[config.mk]
export PLATFORM = sky130hd
export DESIGN_NAME = message_fragmenter_unit
export DESIGN_NICKNAME = d
export VERILOG_FILES = /design/src/rtl/core/mfrag_pkg.sv /design/src/rtl/core/mfrag_front.sv /design/src/rtl/core/mfrag_fifo.sv /design/src/rtl/core/mfrag_back.sv /design/src/rtl/core/message_fragmenter_unit.sv
export SDC_FILE = /design/constraint.sdc
export NUM_CORES = 1
export LEC_CHECK = 0
export BUFFER_PORTS_ARGS = -buffer_cell sky130_fd_sc_hd__buf_2
export CAP_MARGIN = 20
export CORE_ASPECT_RATIO = 0.75
export CORE_MARGIN = 8
export CORE_UTILIZATION = 45
export CTS_CLUSTER_SIZE = 40
export DETAILED_ROUTE_END_ITERATION = 8
export GPL_TIMING_DRIVEN = 0
export HOLD_SLACK_MARGIN = 0.06
export MAX_ROUTING_LAYER = met4
export PLACE_DENSITY = 0.62
export SLEW_MARGIN = 20
export SYNTH_ARGS = -nofsm -noshare
export SYNTH_HDL_FRONTEND = slang
export SYNTH_SLANG_ARGS = --single-unit
[constraint.sdc]
create_clock -name clk -period 6.9 [get_ports clk]
set_clock_uncertainty 0.2 [all_clocks]
set_input_delay 0 -clock clk [delete_from_list [all_inputs] [get_ports clk]]
set_output_delay 0 -clock clk [all_outputs]
set_load 0.02 [all_outputs]
[src/rtl/core/mfrag_pkg.sv]
`timescale 1ns / 1ps
// ----------------------------------------------------------------------------
// Message fragmenter package
// Shared constants, the header kind code and the command word passed from the
// front end to the byte emitter.
// ----------------------------------------------------------------------------
package mfrag_pkg;

	localparam int PACKET_SIZE_DEF = 128;
	localparam int MULTI_HDR_LEN   = 14;
	localparam int CMD_FIFO_DEPTH  = 4;

	localparam int CFG_IDX_W = 1;
	localparam logic [CFG_IDX_W-1:0] REG_SINGLE_TYPE = 1'b0;
	localparam logic [CFG_IDX_W-1:0] REG_MULTI_TYPE  = 1'b1;

	localparam logic [7:0] SINGLE_TYPE_RST = 8'd0;
	localparam logic [7:0] MULTI_TYPE_RST  = 8'd1;

	// step counter of the emitter: up to the fourteen header bytes plus the data
	localparam int STEP_W = 4;

	typedef enum logic [1:0] {
		HDR_NONE   = 2'b00,
		HDR_SINGLE = 2'b01,
		HDR_MULTI  = 2'b10
	} hdr_kind_t;

	typedef struct packed {
		logic [7:0] single_type;
		logic [7:0] multi_type;
	} cfg_t;

	typedef struct packed {
		logic [7:0]  data;
		logic [15:0] sender;
		logic        pend;
		hdr_kind_t   kind;
		logic [7:0]  type_byte;
		logic [7:0]  len_byte;
		logic [31:0] msg_id;
		logic [15:0] frag_index;
		logic [15:0] frag_total;
	} cmd_t;

	localparam logic [STEP_W-1:0] LAST_STEP_NONE   = 4'd0;
	localparam logic [STEP_W-1:0] LAST_STEP_SINGLE = 4'd2;
	localparam logic [STEP_W-1:0] LAST_STEP_MULTI  = 4'd14;

endpackage

[src/rtl/core/mfrag_front.sv]
`timescale 1ns / 1ps
// ----------------------------------------------------------------------------
// Message fragmenter front end
// Accepts payload words, tracks message and fragment position, and builds one
// command word per input word. The fragment total is a reciprocal multiply
// registered in the first stage.
// ----------------------------------------------------------------------------
module mfrag_front import mfrag_pkg::*; #(
	parameter int PACKET_SIZE = PACKET_SIZE_DEF
) (
	input  logic        clk,
	input  logic        arst_n,
	input  logic        in_valid,
	output logic        in_ready,
	input  logic [7:0]  data_byte,
	input  logic [15:0] sender_id,
	input  logic [15:0] message_length,
	input  cfg_t        cfg,
	output logic        cmd_valid,
	input  logic        cmd_ready,
	output cmd_t        cmd
);

	localparam int FRAG_MAX_INT = PACKET_SIZE - MULTI_HDR_LEN;
	localparam logic [15:0] FRAG_MAX   = 16'(FRAG_MAX_INT);
	localparam logic [15:0] SINGLE_MAX = 16'(PACKET_SIZE - 2);
	// exact ceil quotient for a 17-bit numerator and an 8-bit divisor
	localparam int RCP_SHIFT = 25;
	localparam int NUM_W     = 17;
	localparam int MUL_W     = NUM_W + RCP_SHIFT;
	localparam logic [RCP_SHIFT-1:0] RCP =
		RCP_SHIFT'(((2 ** RCP_SHIFT) + FRAG_MAX_INT - 1) / FRAG_MAX_INT);

	logic [31:0] msg_cnt_q;
	logic [15:0] byte_pos_q;
	logic [7:0]  frag_pos_q;
	logic [15:0] frag_idx_q;
	logic [15:0] frag_total_q;
	logic        split_q;

	logic        valid_s1;
	cmd_t        cmd_s1;
	logic [15:0] quot_s1;
	logic        load_total_s1;

	logic        accept;
	logic        push;
	logic [15:0] len_e;
	logic        first;
	logic [15:0] remaining;
	logic        msg_end;
	logic        split;
	logic [7:0]  frag_pos;
	logic [15:0] frag_idx;
	logic [7:0]  flen;
	logic        frag_end;
	hdr_kind_t   kind;
	logic [NUM_W-1:0] numer;
	logic [MUL_W-1:0] prod;

	assign accept   = in_valid && in_ready;
	assign push     = valid_s1 && cmd_ready;
	assign in_ready = !valid_s1 || cmd_ready;

	always_comb begin
		len_e     = (message_length == 16'd0) ? 16'd1 : message_length;
		first     = (byte_pos_q == 16'd0);
		remaining = (byte_pos_q < len_e) ? (len_e - byte_pos_q) : 16'd1;
		msg_end   = (remaining == 16'd1);
		split     = first ? (len_e > SINGLE_MAX) : split_q;
		frag_pos  = first ? 8'd0 : frag_pos_q;
		frag_idx  = first ? 16'd0 : frag_idx_q;
		flen      = (remaining < FRAG_MAX) ? remaining[7:0] : FRAG_MAX[7:0];
		frag_end  = msg_end || (({1'b0, frag_pos} + 9'd1) >= FRAG_MAX[8:0]);
		if (split) begin
			kind = (frag_pos == 8'd0) ? HDR_MULTI : HDR_NONE;
		end else begin
			kind = first ? HDR_SINGLE : HDR_NONE;
		end
		numer = NUM_W'(len_e) + NUM_W'(FRAG_MAX) - NUM_W'(1);
		prod  = MUL_W'(numer) * MUL_W'(RCP);
	end

	// message and fragment position
	always_ff @(posedge clk or negedge arst_n) begin
		if (!arst_n) begin
			msg_cnt_q  <= '0;
			byte_pos_q <= '0;
			frag_pos_q <= '0;
			frag_idx_q <= '0;
			split_q    <= 1'b0;
		end else if (accept) begin
			if (msg_end) begin
				if (split) begin
					msg_cnt_q <= msg_cnt_q + 32'd1;
				end
				byte_pos_q <= '0;
				frag_pos_q <= '0;
				frag_idx_q <= '0;
				split_q    <= 1'b0;
			end else begin
				byte_pos_q <= byte_pos_q + 16'd1;
				split_q    <= split;
				if (split && frag_end) begin
					frag_pos_q <= '0;
					frag_idx_q <= frag_idx + 16'd1;
				end else begin
					frag_pos_q <= frag_pos + 8'd1;
					frag_idx_q <= frag_idx;
				end
			end
		end
	end

	always_ff @(posedge clk or negedge arst_n) begin
		if (!arst_n) begin
			valid_s1     <= 1'b0;
			frag_total_q <= '0;
		end else begin
			if (accept) begin
				valid_s1 <= 1'b1;
			end else if (push) begin
				valid_s1 <= 1'b0;
			end
			if (push && load_total_s1) begin
				frag_total_q <= quot_s1;
			end
		end
	end

	always_ff @(posedge clk) begin
		if (accept) begin
			cmd_s1.data       <= data_byte;
			cmd_s1.sender     <= sender_id;
			cmd_s1.pend       <= split ? frag_end : msg_end;
			cmd_s1.kind       <= kind;
			cmd_s1.type_byte  <= split ? cfg.multi_type : cfg.single_type;
			cmd_s1.len_byte   <= split ? flen : len_e[7:0];
			cmd_s1.msg_id     <= msg_cnt_q;
			cmd_s1.frag_index <= frag_idx;
			cmd_s1.frag_total <= '0;
			quot_s1           <= prod[RCP_SHIFT+15:RCP_SHIFT];
			load_total_s1     <= first && split;
		end
	end

	always_comb begin
		cmd            = cmd_s1;
		cmd.frag_total = load_total_s1 ? quot_s1 : frag_total_q;
	end

	assign cmd_valid = valid_s1;

endmodule

[src/rtl/core/mfrag_fifo.sv]
`timescale 1ns / 1ps
// ----------------------------------------------------------------------------
// Message fragmenter command queue
// Short first-in first-out queue of command words between front end and
// byte emitter.
// ----------------------------------------------------------------------------
module mfrag_fifo import mfrag_pkg::*; #(
	parameter int DEPTH = CMD_FIFO_DEPTH
) (
	input  logic clk,
	input  logic arst_n,
	input  logic push_valid,
	output logic push_ready,
	input  cmd_t push_data,
	output logic pop_valid,
	input  logic pop_ready,
	output cmd_t pop_data
);

	localparam int PTR_W = (DEPTH > 1) ? $clog2(DEPTH) : 1;
	localparam int CNT_W = $clog2(DEPTH + 1);
	localparam logic [PTR_W-1:0] PTR_LAST = PTR_W'(DEPTH - 1);

	cmd_t             mem_q [DEPTH];
	logic [PTR_W-1:0] wr_ptr_q;
	logic [PTR_W-1:0] rd_ptr_q;
	logic [CNT_W-1:0] count_q;
	logic             do_push;
	logic             do_pop;

	assign push_ready = (count_q != CNT_W'(DEPTH));
	assign pop_valid  = (count_q != '0);
	assign do_push    = push_valid && push_ready;
	assign do_pop     = pop_valid && pop_ready;
	assign pop_data   = mem_q[rd_ptr_q];

	always_ff @(posedge clk or negedge arst_n) begin
		if (!arst_n) begin
			wr_ptr_q <= '0;
			rd_ptr_q <= '0;
			count_q  <= '0;
		end else begin
			if (do_push) begin
				wr_ptr_q <= (wr_ptr_q == PTR_LAST) ? '0 : wr_ptr_q + PTR_W'(1);
			end
			if (do_pop) begin
				rd_ptr_q <= (rd_ptr_q == PTR_LAST) ? '0 : rd_ptr_q + PTR_W'(1);
			end
			if (do_push && !do_pop) begin
				count_q <= count_q + CNT_W'(1);
			end else if (do_pop && !do_push) begin
				count_q <= count_q - CNT_W'(1);
			end
		end
	end

	always_ff @(posedge clk) begin
		if (do_push) begin
			mem_q[wr_ptr_q] <= push_data;
		end
	end

endmodule

[src/rtl/core/mfrag_back.sv]
`timescale 1ns / 1ps
// ----------------------------------------------------------------------------
// Message fragmenter byte emitter
// Walks each command word through its header bytes and payload byte, one
// output word per cycle while out_ready allows, into a registered output stage.
// ----------------------------------------------------------------------------
module mfrag_back import mfrag_pkg::*; (
	input  logic        clk,
	input  logic        arst_n,
	input  logic        cmd_valid,
	output logic        cmd_ready,
	input  cmd_t        cmd,
	output logic        out_valid,
	input  logic        out_ready,
	output logic [7:0]  out_byte,
	output logic [15:0] out_sender,
	output logic        packet_end,
	output logic        run_last
);

	logic [STEP_W-1:0] step_q;
	logic              out_valid_q;
	logic [7:0]        out_byte_q;
	logic [15:0]       out_sender_q;
	logic              packet_end_q;
	logic              run_last_q;

	logic              load;
	logic              is_last;
	logic [STEP_W-1:0] last_step;
	logic [7:0]        sel_byte;

	assign load      = !out_valid_q || out_ready;
	assign is_last   = (step_q == last_step);
	assign cmd_ready = load && is_last;

	always_comb begin
		case (cmd.kind)
			HDR_SINGLE: last_step = LAST_STEP_SINGLE;
			HDR_MULTI:  last_step = LAST_STEP_MULTI;
			default:    last_step = LAST_STEP_NONE;
		endcase
	end

	// header layout: type, length, id (4), index (4), total (4), upper halves zero
	always_comb begin
		if (is_last) begin
			sel_byte = cmd.data;
		end else begin
			case (step_q)
				4'd0:    sel_byte = cmd.type_byte;
				4'd1:    sel_byte = cmd.len_byte;
				4'd2:    sel_byte = cmd.msg_id[7:0];
				4'd3:    sel_byte = cmd.msg_id[15:8];
				4'd4:    sel_byte = cmd.msg_id[23:16];
				4'd5:    sel_byte = cmd.msg_id[31:24];
				4'd6:    sel_byte = cmd.frag_index[7:0];
				4'd7:    sel_byte = cmd.frag_index[15:8];
				4'd10:   sel_byte = cmd.frag_total[7:0];
				4'd11:   sel_byte = cmd.frag_total[15:8];
				default: sel_byte = 8'd0;
			endcase
		end
	end

	always_ff @(posedge clk or negedge arst_n) begin
		if (!arst_n) begin
			step_q      <= '0;
			out_valid_q <= 1'b0;
		end else if (load) begin
			out_valid_q <= cmd_valid;
			if (cmd_valid) begin
				step_q <= is_last ? '0 : step_q + STEP_W'(1);
			end
		end
	end

	always_ff @(posedge clk) begin
		if (load && cmd_valid) begin
			out_byte_q   <= sel_byte;
			out_sender_q <= cmd.sender;
			packet_end_q <= is_last && cmd.pend;
			run_last_q   <= is_last;
		end
	end

	assign out_valid  = out_valid_q;
	assign out_byte   = out_byte_q;
	assign out_sender = out_sender_q;
	assign packet_end = packet_end_q;
	assign run_last   = run_last_q;

endmodule

[src/rtl/core/message_fragmenter_unit.sv]
`timescale 1ns / 1ps
// ----------------------------------------------------------------------------
// Message fragmenter
// Cuts a byte-serial message into single packets or headed fragments.
// ----------------------------------------------------------------------------
// Input channel (in_valid/in_ready): one payload word per handshake, with the
// sender and total message length. Output channel (out_valid/out_ready): one
// packet byte per handshake; run_last marks the last byte caused by an input
// word, packet_end the last byte of a packet.
// Each input word yields 1 output word, 3 on the first word of a one-packet
// message, or 15 on the first word of a fragment (14 header bytes).
// The first output word passes through the front stage, the queue and the
// output register. The byte emitter produces one output word a cycle while
// the receiver takes it and holds it otherwise; the front end takes one input
// word a cycle while the four-entry command queue has room.
// Configuration (cfg_we/cfg_index/cfg_data) writes the two type bytes. The
// user must use it only while the block is idle; the block does not enforce it.
// Reset clears message id, positions and all valid flags; type bytes return
// to 0 (single) and 1 (fragment). A stalled receiver holds the output word;
// the queue then fills and in_ready drops.
// ----------------------------------------------------------------------------
module message_fragmenter_unit import mfrag_pkg::*; #(
	parameter int PACKET_SIZE = PACKET_SIZE_DEF,
	parameter int FIFO_DEPTH  = CMD_FIFO_DEPTH
) (
	input  logic                 clk,
	input  logic                 arst_n,
	input  logic                 in_valid,
	output logic                 in_ready,
	input  logic [7:0]           data_byte,
	input  logic [15:0]          sender_id,
	input  logic [15:0]          message_length,
	output logic                 out_valid,
	input  logic                 out_ready,
	output logic [7:0]           out_byte,
	output logic [15:0]          out_sender,
	output logic                 packet_end,
	output logic                 run_last,
	input  logic                 cfg_we,
	input  logic [CFG_IDX_W-1:0] cfg_index,
	input  logic [7:0]           cfg_data
);

	cfg_t cfg_q;
	logic fe_valid;
	logic fe_ready;
	cmd_t fe_cmd;
	logic be_valid;
	logic be_ready;
	cmd_t be_cmd;

	always_ff @(posedge clk or negedge arst_n) begin
		if (!arst_n) begin
			cfg_q.single_type <= SINGLE_TYPE_RST;
			cfg_q.multi_type  <= MULTI_TYPE_RST;
		end else if (cfg_we) begin
			case (cfg_index)
				REG_SINGLE_TYPE: cfg_q.single_type <= cfg_data;
				REG_MULTI_TYPE:  cfg_q.multi_type  <= cfg_data;
				default:         cfg_q             <= cfg_q;
			endcase
		end
	end

	mfrag_front #(
		.PACKET_SIZE(PACKET_SIZE)
	) u_front (
		.clk           (clk),
		.arst_n        (arst_n),
		.in_valid      (in_valid),
		.in_ready      (in_ready),
		.data_byte     (data_byte),
		.sender_id     (sender_id),
		.message_length(message_length),
		.cfg           (cfg_q),
		.cmd_valid     (fe_valid),
		.cmd_ready     (fe_ready),
		.cmd           (fe_cmd)
	);

	mfrag_fifo #(
		.DEPTH(FIFO_DEPTH)
	) u_fifo (
		.clk       (clk),
		.arst_n    (arst_n),
		.push_valid(fe_valid),
		.push_ready(fe_ready),
		.push_data (fe_cmd),
		.pop_valid (be_valid),
		.pop_ready (be_ready),
		.pop_data  (be_cmd)
	);

	mfrag_back u_back (
		.clk       (clk),
		.arst_n    (arst_n),
		.cmd_valid (be_valid),
		.cmd_ready (be_ready),
		.cmd       (be_cmd),
		.out_valid (out_valid),
		.out_ready (out_ready),
		.out_byte  (out_byte),
		.out_sender(out_sender),
		.packet_end(packet_end),
		.run_last  (run_last)
	);

	// header bytes never close a packet
	a_hdr_no_end: assert property (@(posedge clk) disable iff (!arst_n)
		out_valid && !run_last |-> !packet_end)
		else $error("packet_end on a header byte");

	// a full queue behind a loaded front stage must stall the input
	a_backpressure: assert property (@(posedge clk) disable iff (!arst_n)
		fe_valid && !fe_ready |-> !in_ready)
		else $error("input taken while front stage is blocked");

	a_cfg_write: assert property (@(posedge clk) disable iff (!arst_n)
		cfg_we && (cfg_index == REG_MULTI_TYPE) |=> cfg_q.multi_type == $past(cfg_data))
		else $error("fragment type byte not written");

endmodule

==> results of run 1 <==
how the worst min path moves through the flow:
stage / startpoint / to / slack, ns / depth (start not counted)
4_1_cts: message_length[3] / u_front.cmd[67] / 0.1 / 5
3_5_place_dp: arst_n / cfg_q[13] / -0.27 / 1
6_report: message_length[2] / u_front.cmd[66] / 0.06 / 5
5_1_grt: message_length[2] / u_front.cmd[66] / 0.06 / 5
3_3_place_gp: sender_id[6] / u_front.cmd[89] / -0.02 / 1
2_1_floorplan: arst_n / cfg_q[10] / -0.50 / 0
report_power, final:
part	internal (W)	switching, W
Combinational	0.00282	0.00385
Clock	0.00196	0.00143
Sequential	0.00553	0.000377
Total	0.0103	0.00566
per-stage QoR:
stage	instance area [um^2]	TNS, ns	hold slack, ns	instances	setup slack [ns]
finish	36400	0	0.0569	3236	0.226
global route	36400	-0.0498	0.0636	3236	-0.0498
CTS	36100	0	0.0978	3220	0.0310
detailed placement	33000	-5.66	-0.270	3012	-1.04
global placement	32700	-55.52	-0.0205	3001	-0.976
floorplan	31200	0	-0.496	2029	0.0154
logic make-up (layout without fill, tap and decap cells):
kind of cell	count (synthesis)	count (layout)	synth area share [%]
buf+inv	276	591	3.44
flops	650	650	61.0
simple gates	390	390	6.45
compound gates	221	221	5.02
fa+ha+maj	247	247	12.2
mux	164	164	9.63
xor+xnor	80	80	2.28
other cells	1	1	0.0121
metal layers:
metal / global-route usage, % / part of all wire [%] / up-vias / wire (um)
li1: - / - / 8097 / -
met1: 27.9 / 48 / 9227 / 34100
met2: 27.4 / 44 / 478 / 30900
met3: 3.71 / 6.9 / 99 / 4870
met4: 2.78 / 1.5 / 0 / 1070
met5: - / 0 / - / 0
area by class of cell:
type,count,share of cell area (%)
multi-input cells,1103,31.4
flip-flops and latches,650,52.1
repair buffers,203,4.84
inverters,195,2.01
well taps,892,3.07
clock buffers,82,4.69
clock inverters,30,0.911
plain buffers,81,0.956
cell usage in the layout (no fill, tap or decap), drive strengths merged, types with 6 or more instances in the layout:
cell	instances
o21bai	6
and3	24
a211oi	8
and4	9
o221ai	6
or2	6
o21ai	50
nand4	27
nor2	80
nand3	39
mux2	57
xnor2	61
dlygate4sd3	88
nor2b	12
nand2b	8
edfxtp	537
nand2	102
buf	142
clkinv	18
a31oi	16
fa	92
clkbuf	136
a21oi	40
and2	27
o21a	11
mux4	102
a21o	15
bufinv	6
nor4	11
xor2	19
ha	155
a32oi	8
dfrtp	112
nor3	30
inv	196
worst max-delay path, stage by stage:
cell and delay, ns:
buf_2 0.16, a41o_4 0.28, nor3_4 0.29, nor2b_2 0.09, and3_4 0.19, nand3_4 0.11
nor2_4 0.08, xnor2_4 0.18, inv_2 0.08, fa_2 0.45, fa_1 0.50, ha_1 0.32
fa_1 0.47, fa_1 0.55, inv_1 0.05, fa_1 0.54, inv_1 0.05, ha_1 0.33
a21oi_2 0.14, o21ai_2 0.09, o21bai_1 0.20, a221o_1 0.34, o21a_2 0.24, o211a_1 0.23
o21ai_2 0.19, a21boi_2 0.10, o41ai_2 0.34, xnor2_1 0.17
registers in the layout, summed over array words and instances, names as in the netlist:
| register | flops |
|---|---|
| u_back.packet_end | 1 |
| u_front.frag_idx_q | 16 |
| u_front.load_total_s1 | 1 |
| u_front.split_q | 1 |
| u_back.out_sender | 16 |
| u_front.cmd | 91 |
| u_fifo.mem_q | 408 |
| u_front.frag_pos_q | 8 |
| u_front.cmd_valid | 1 |
| cfg_q | 16 |
| u_front.byte_pos_q | 16 |
| u_fifo.rd_ptr_q | 2 |
| u_front.frag_total_q | 11 |
| u_back.step_q | 4 |
| u_back.out_valid | 1 |
| u_front.msg_cnt_q | 32 |
| u_front.quot_s1 | 11 |
| u_fifo.count_q | 3 |
| u_fifo.wr_ptr_q | 2 |
| u_back.run_last | 1 |
| u_back.out_byte | 8 |
timing repair:
item,CTS,global route
endpoints found under the setup margin,4,4
hold buffers,89,0
resized for setup,17,33
setup buffers,7,15
endpoints found under the hold margin,169,0
pin swaps,7,27
==> flow_summary.json, run 1 <==
{
  "cts_buffer_depth": 3,
  "grt_overflow": 0,
  "fp.dieW_um": 319,
  "die_y_um": 244,
  "fin_util_pct": 53.3,
  "firstDrtPassIters": 5,
  "fillers": 5604,
  "timing.rr.start": "u_fifo.rd_ptr_q[1]",
  "nets": 2594,
  "dp_hpwl_mm": 49.7,
  "max-cap-violations": 0,
  "finalWeightedCongestion": 0.873,
  "criticalPathCategory": "primary input to flip-flop",
  "drive_gt1_share_pct": 19.9,
  "avgSynthCellArea_um2": 15.3,
  "fin_crit_sh_pct": 96.7,
  "rows": 83,
  "finalPower_w": 0.0160,
  "ir_worst_vdd_uv": 352,
  "routed_wirelength_mm": 70.9,
  "htreeDepth": 2,
  "grt_pass1_vias": 18500,
  "area_delta_synth_final_pct": 17.1,
  "power_density_nw_per_um2": 439,
  "netlist_instances": 2029,
  "startpoint": "message_length[4]",
  "slew_headroom_pct": 32.8,
  "synth_seq_cells": 650,
  "r2r_end": "u_fifo.count_q[1]",
  "period_minus_slack_ns": 6.67,
  "multi_input_area_um2": 11400,
  "place.port_buffers": 80,
  "antennaDiodeCount": 0,
  "fmax_mhz": 150,
  "cts_inserted_buffers": 59,
  "yosysWarnings": 0,
  "holdCritPathClass": "primary input to flip-flop",
  "grt_pass1_wl_mm": 111,
  "final-setup-viol-count": 0,
  "start_util_pct": 45.5,
  "critPathArrivalTime_ns": 6.79,
  "num_io_pins": 82,
  "wl_per_cell_um": 21.9,
  "synthTopCellsByCount": "edfxtp_1 (537), inv_1 (194), ha_1 (155)",
  "crit_path_end": "u_front.quot_s1[10]",
  "cts_tree": "yes",
  "r2r_slack_ns": 0.59,
  "hold_viol_final": 0,
  "ant_nets": 0,
  "endpoint_kind": "flip-flop",
  "path_clk_slew_ns": 0.06,
  "synth_nets": 2330,
  "cts_sinks": 650,
  "r2r_cells": 13,
  "track_usage_pct": 18.8,
  "yosys.area.top_type_share_pct": 51.9,
  "synth_area_leaders": "edfxtp_1 (52%), dfrtp_1 (9.0%), mux4_2 (7.4%)",
  "antenna_found_initial": 1,
  "route.detailed.drc": 0,
  "vias_per_cell": 5.53,
  "synth_cell_type_count": 90,
  "clock-root-buffer": "clkbuf_16",
  "ys.flop_type": "edfxtp_1",
  "syn_area_um2": 31100,
  "async_flop_share_pct": 17.4,
  "die_area_um2": 77800,
  "first_iter_violations": 1464,
  "grt_max_degree": 70,
  "worstSkewPairLatency_ns": 0.60,
  "vias": 17900,
  "yosysTopAreaCell": "edfxtp_1",
  "crit_fanout": 6,
  "cp-start-kind": "primary input",
  "cp.required_ns": 7.02,
  "leakage_nw": 13.8,
  "ys_seq_area_share_pct": 61.0,
  "final_max_slew_viol_count": 0,
  "synth_edf_count": 537,
  "core_area_um2": 68300,
  "worst_slew_pin_slew_ns": 0.998,
  "synth_most_common_cell": "edfxtp_1",
  "status": "finished clean",
  "ff_latch_area_um2": 19000
}
No activity file was read; power rests on OpenSTA's default activity.
==> run 2, diff against run 1 <==
--- a/config.mk
+++ b/config.mk
@@ -5,6 +5,7 @@
 export SDC_FILE = /design/constraint.sdc
 export NUM_CORES = 1
 export LEC_CHECK = 0
+export ABC_AREA = 1
 export BUFFER_PORTS_ARGS = -buffer_cell sky130_fd_sc_hd__buf_2
 export CAP_MARGIN = 20
 export CORE_ASPECT_RATIO = 0.75
==> run 2 against run 1 <==
Routed wire length increased by 21%. Critical endpoint unchanged. Sequential power decreased by 2%. Count of clock-buffer cells in the layout increased by 2. Non-clock buffer count increased by 31. Die area increased by 5.2%. Synthesized area increased by 5.5%.
==> flow_summary.json, run 2 <==
{
  "min-delay-start": "message_length[7]",
  "dp_hpwl_mm": 62.1,
  "hold_viol_final": 0,
  "area_delta_synth_final_pct": 16.7,
  "antenna_found_initial": 2,
  "core_area_um2": 72000,
  "grt_setup_unrepaired": "true",
  "crit_top_cell": "nand2_2",
  "ys.flop_type": "edfxtp_1",
  "synthTopCellsByCount": "nand2_1 (547), edfxtp_1 (537), nor2_1 (382)",
  "htreeDepth": 3,
  "hold_depth": 6,
  "cts_tree": "yes",
  "routed_wirelength_mm": 85.6,
  "fp.dieW_um": 328,
  "syn_area_um2": 32800,
  "num_io_pins": 82,
  "start_util_pct": 45.5,
  "place.port_buffers": 81,
  "nets": 3654,
  "fin_crit_sh_pct": 93.7,
  "yosysTopAreaCell": "edfxtp_1",
  "layout_common_cells": "nand2_1 (546), edfxtp_1 (537), nor2_1 (376)",
  "yosysWarnings": 0,
  "synth_cell_type_count": 56,
  "synth_area_leaders": "edfxtp_1 (49%), dfrtp_1 (8.5%), nand2_1 (6.3%)",
  "die_y_um": 250,
  "fin_util_pct": 53.2,
  "worst_slew_pin_slew_ns": 1.07,
  "r2r_end": "u_fifo.count_q[1]",
  "path_clk_slew_ns": 0.06,
  "antennaDiodeCount": 0,
  "grt_overflow": 0,
  "post-place-cells": 4146,
  "period_minus_slack_ns": 6.47,
  "min_to": "u_front.load_total_s1",
  "fmax_mhz": 155,
  "timing.rr.start": "u_fifo.rd_ptr_q[0]",
  "cts_buffer_depth": 3,
  "synth_seq_cells": 650,
  "die_area_um2": 81900,
  "leakage_nw": 15.6,
  "final-setup-viol-count": 0,
  "synth_most_common_cell": "nand2_1",
  "wl_per_cell_um": 19.6,
  "track_usage_pct": 21.5,
  "fillers": 6190,
  "avgSynthCellArea_um2": 10.6,
  "status": "finished clean",
  "layout_commonest_cell": "nand2_1",
  "first_iter_violations": 2520,
  "netlist_instances": 3084,
  "finalPower_w": 0.0179,
  "max-cap-violations": 0,
  "r2r_slack_ns": 1.23,
  "crit_fanout": 6,
  "cp-start-kind": "primary input",
  "power_density_nw_per_um2": 468,
  "slew_headroom_pct": 28.4,
  "criticalPathCategory": "primary input to flip-flop",
  "largest_reg_flops": 408,
  "place_area_um2": 35000,
  "async_flop_share_pct": 17.4,
  "ys_seq_area_share_pct": 57.8,
  "rows": 85,
  "clock-root-buffer": "clkbuf_16",
  "ir_worst_vdd_uv": 429,
  "drive_gt1_share_pct": 8.61,
  "critPathArrivalTime_ns": 6.63,
  "critPathSlowestCell": "fa_1",
  "top_register": "u_fifo.mem_q",
  "vias": 23200,
  "finalWeightedCongestion": 0.936,
  "ant_nets": 0,
  "grt_pass1_wl_mm": 134,
  "cts_sinks": 650,
  "holdCritPathClass": "primary input to flip-flop",
  "r2r_cells": 16,
  "yosys.area.top_type_share_pct": 49.2,
  "firstDrtPassIters": 5,
  "design_area_um2": 38300,
  "route.detailed.drc": 0,
  "cp.required_ns": 7.06,
  "worstSkewPairLatency_ns": 0.62,
  "cpPeakStageDelay_ns": 0.56,
  "cts_inserted_buffers": 67,
  "endpoint_kind": "flip-flop",
  "grt_pass1_vias": 22500,
  "vias_per_cell": 5.32,
  "synth_edf_count": 537,
  "final_max_slew_viol_count": 0,
  "stdcell_count": 4361,
  "grt_max_degree": 74,
  "synth_nets": 3385
}
-- run 2: cell count changes after synthesis, sizes merged, moves of 56 or more --
cell	previous run	this run
nor2	80	395
inv	194	362
nand2	102	558
mux4	102	0
o22ai	1	105
o21ai	50	285
mux2	57	1
-- run 2: cell families after synthesis --
family                   count (synthesis)  synth area share, %
AND/OR/NAND/NOR                       1130                 14.4
other                                    1               0.0114
buffers and inverters                  479                 5.72
multiplexers                             1               0.0343
XOR/XNOR                                70                 1.87
AO/OA/AOI/OAI                          506                 8.68
adder cells (fa/ha/maj)                247                 11.5
flip-flops                             650                 57.8
-- run 2: power breakdown --
part / internal, W / leakage (nW) / switching (W)
registers: 0.00545 / 6.33 / 0.000328
clock network: 0.00214 / 1.08 / 0.00156
logic: 0.00281 / 8.21 / 0.00563
-- run 2: stage by stage --
step	setup slack (ns)	setup TNS [ns]	hold slack, ns
after floorplan	0.592	0	-0.496
after detailed placement	-0.732	-4.15	-0.282
after CTS	0.0858	0	0.0715
after global routing	-0.0365	-0.0578	0.108
after global placement	-2.45	-1003.28	-0.0231
final	0.433	0	0.0960
-- run 2: area by class of cell --
cell class                      count  area [um^2]  share of cell area, %
Timing Repair Buffer              200         1960                   5.12
Sequential cell                   650        19000                   49.5
Multi-Input combinational cell   1955        12000                   31.4
Clock inverter                     36          417                   1.09
Inverter                          364         1370                   3.59
Buffer                            115          509                   1.33
Clock buffer                       84         1830                   4.79
Tap cell                          957         1200                   3.13
-- run 2: repair_timing --
item	4_1_cts	5_1_grt
pin swaps	0	1
hold endpoints to repair	176	0
buffers inserted	0	6
setup endpoints to repair	1	10
hold buffers	89	0
gates resized for setup	1	11
-- run 2: layer usage --
layer | vias to the layer above | routed length [um] | track usage [%]
met4 | 0 | 1620 | 4.59
met5 | - | 0 | -
met2 | 908 | 35500 | 29.8
met3 | 124 | 8200 | 4.48
li1 | 11000 | - | -
met1 | 11100 | 40300 | 32.3
-- run 2: worst max-delay path by stage --
stage                 startpoint                   to  slack [ns]  cells after the start
2_1_floorplan  message_length[0]  u_front.quot_s1[10]        0.59                     36
3_3_place_gp   u_fifo.count_q[0]  u_fifo.mem_q[0][25]       -2.45                      4
3_5_place_dp   message_length[1]  u_front.quot_s1[10]       -0.73                     35
4_1_cts        message_length[1]  u_front.quot_s1[10]        0.09                     37
5_1_grt        message_length[1]   u_front.quot_s1[6]       -0.04                     37
6_report       message_length[1]  u_front.quot_s1[10]        0.43                     37
-- run 2: worst max-delay path: cells and delay by family --
| kind | cells | cell delay, ns |
|---|---|---|
| adders and majority gates | 7 | 3.27 |
| and+or+nand+nor | 18 | 1.88 |
| AOI/OAI and AO/OA | 5 | 0.87 |
| buffers and inverters | 7 | 0.60 |
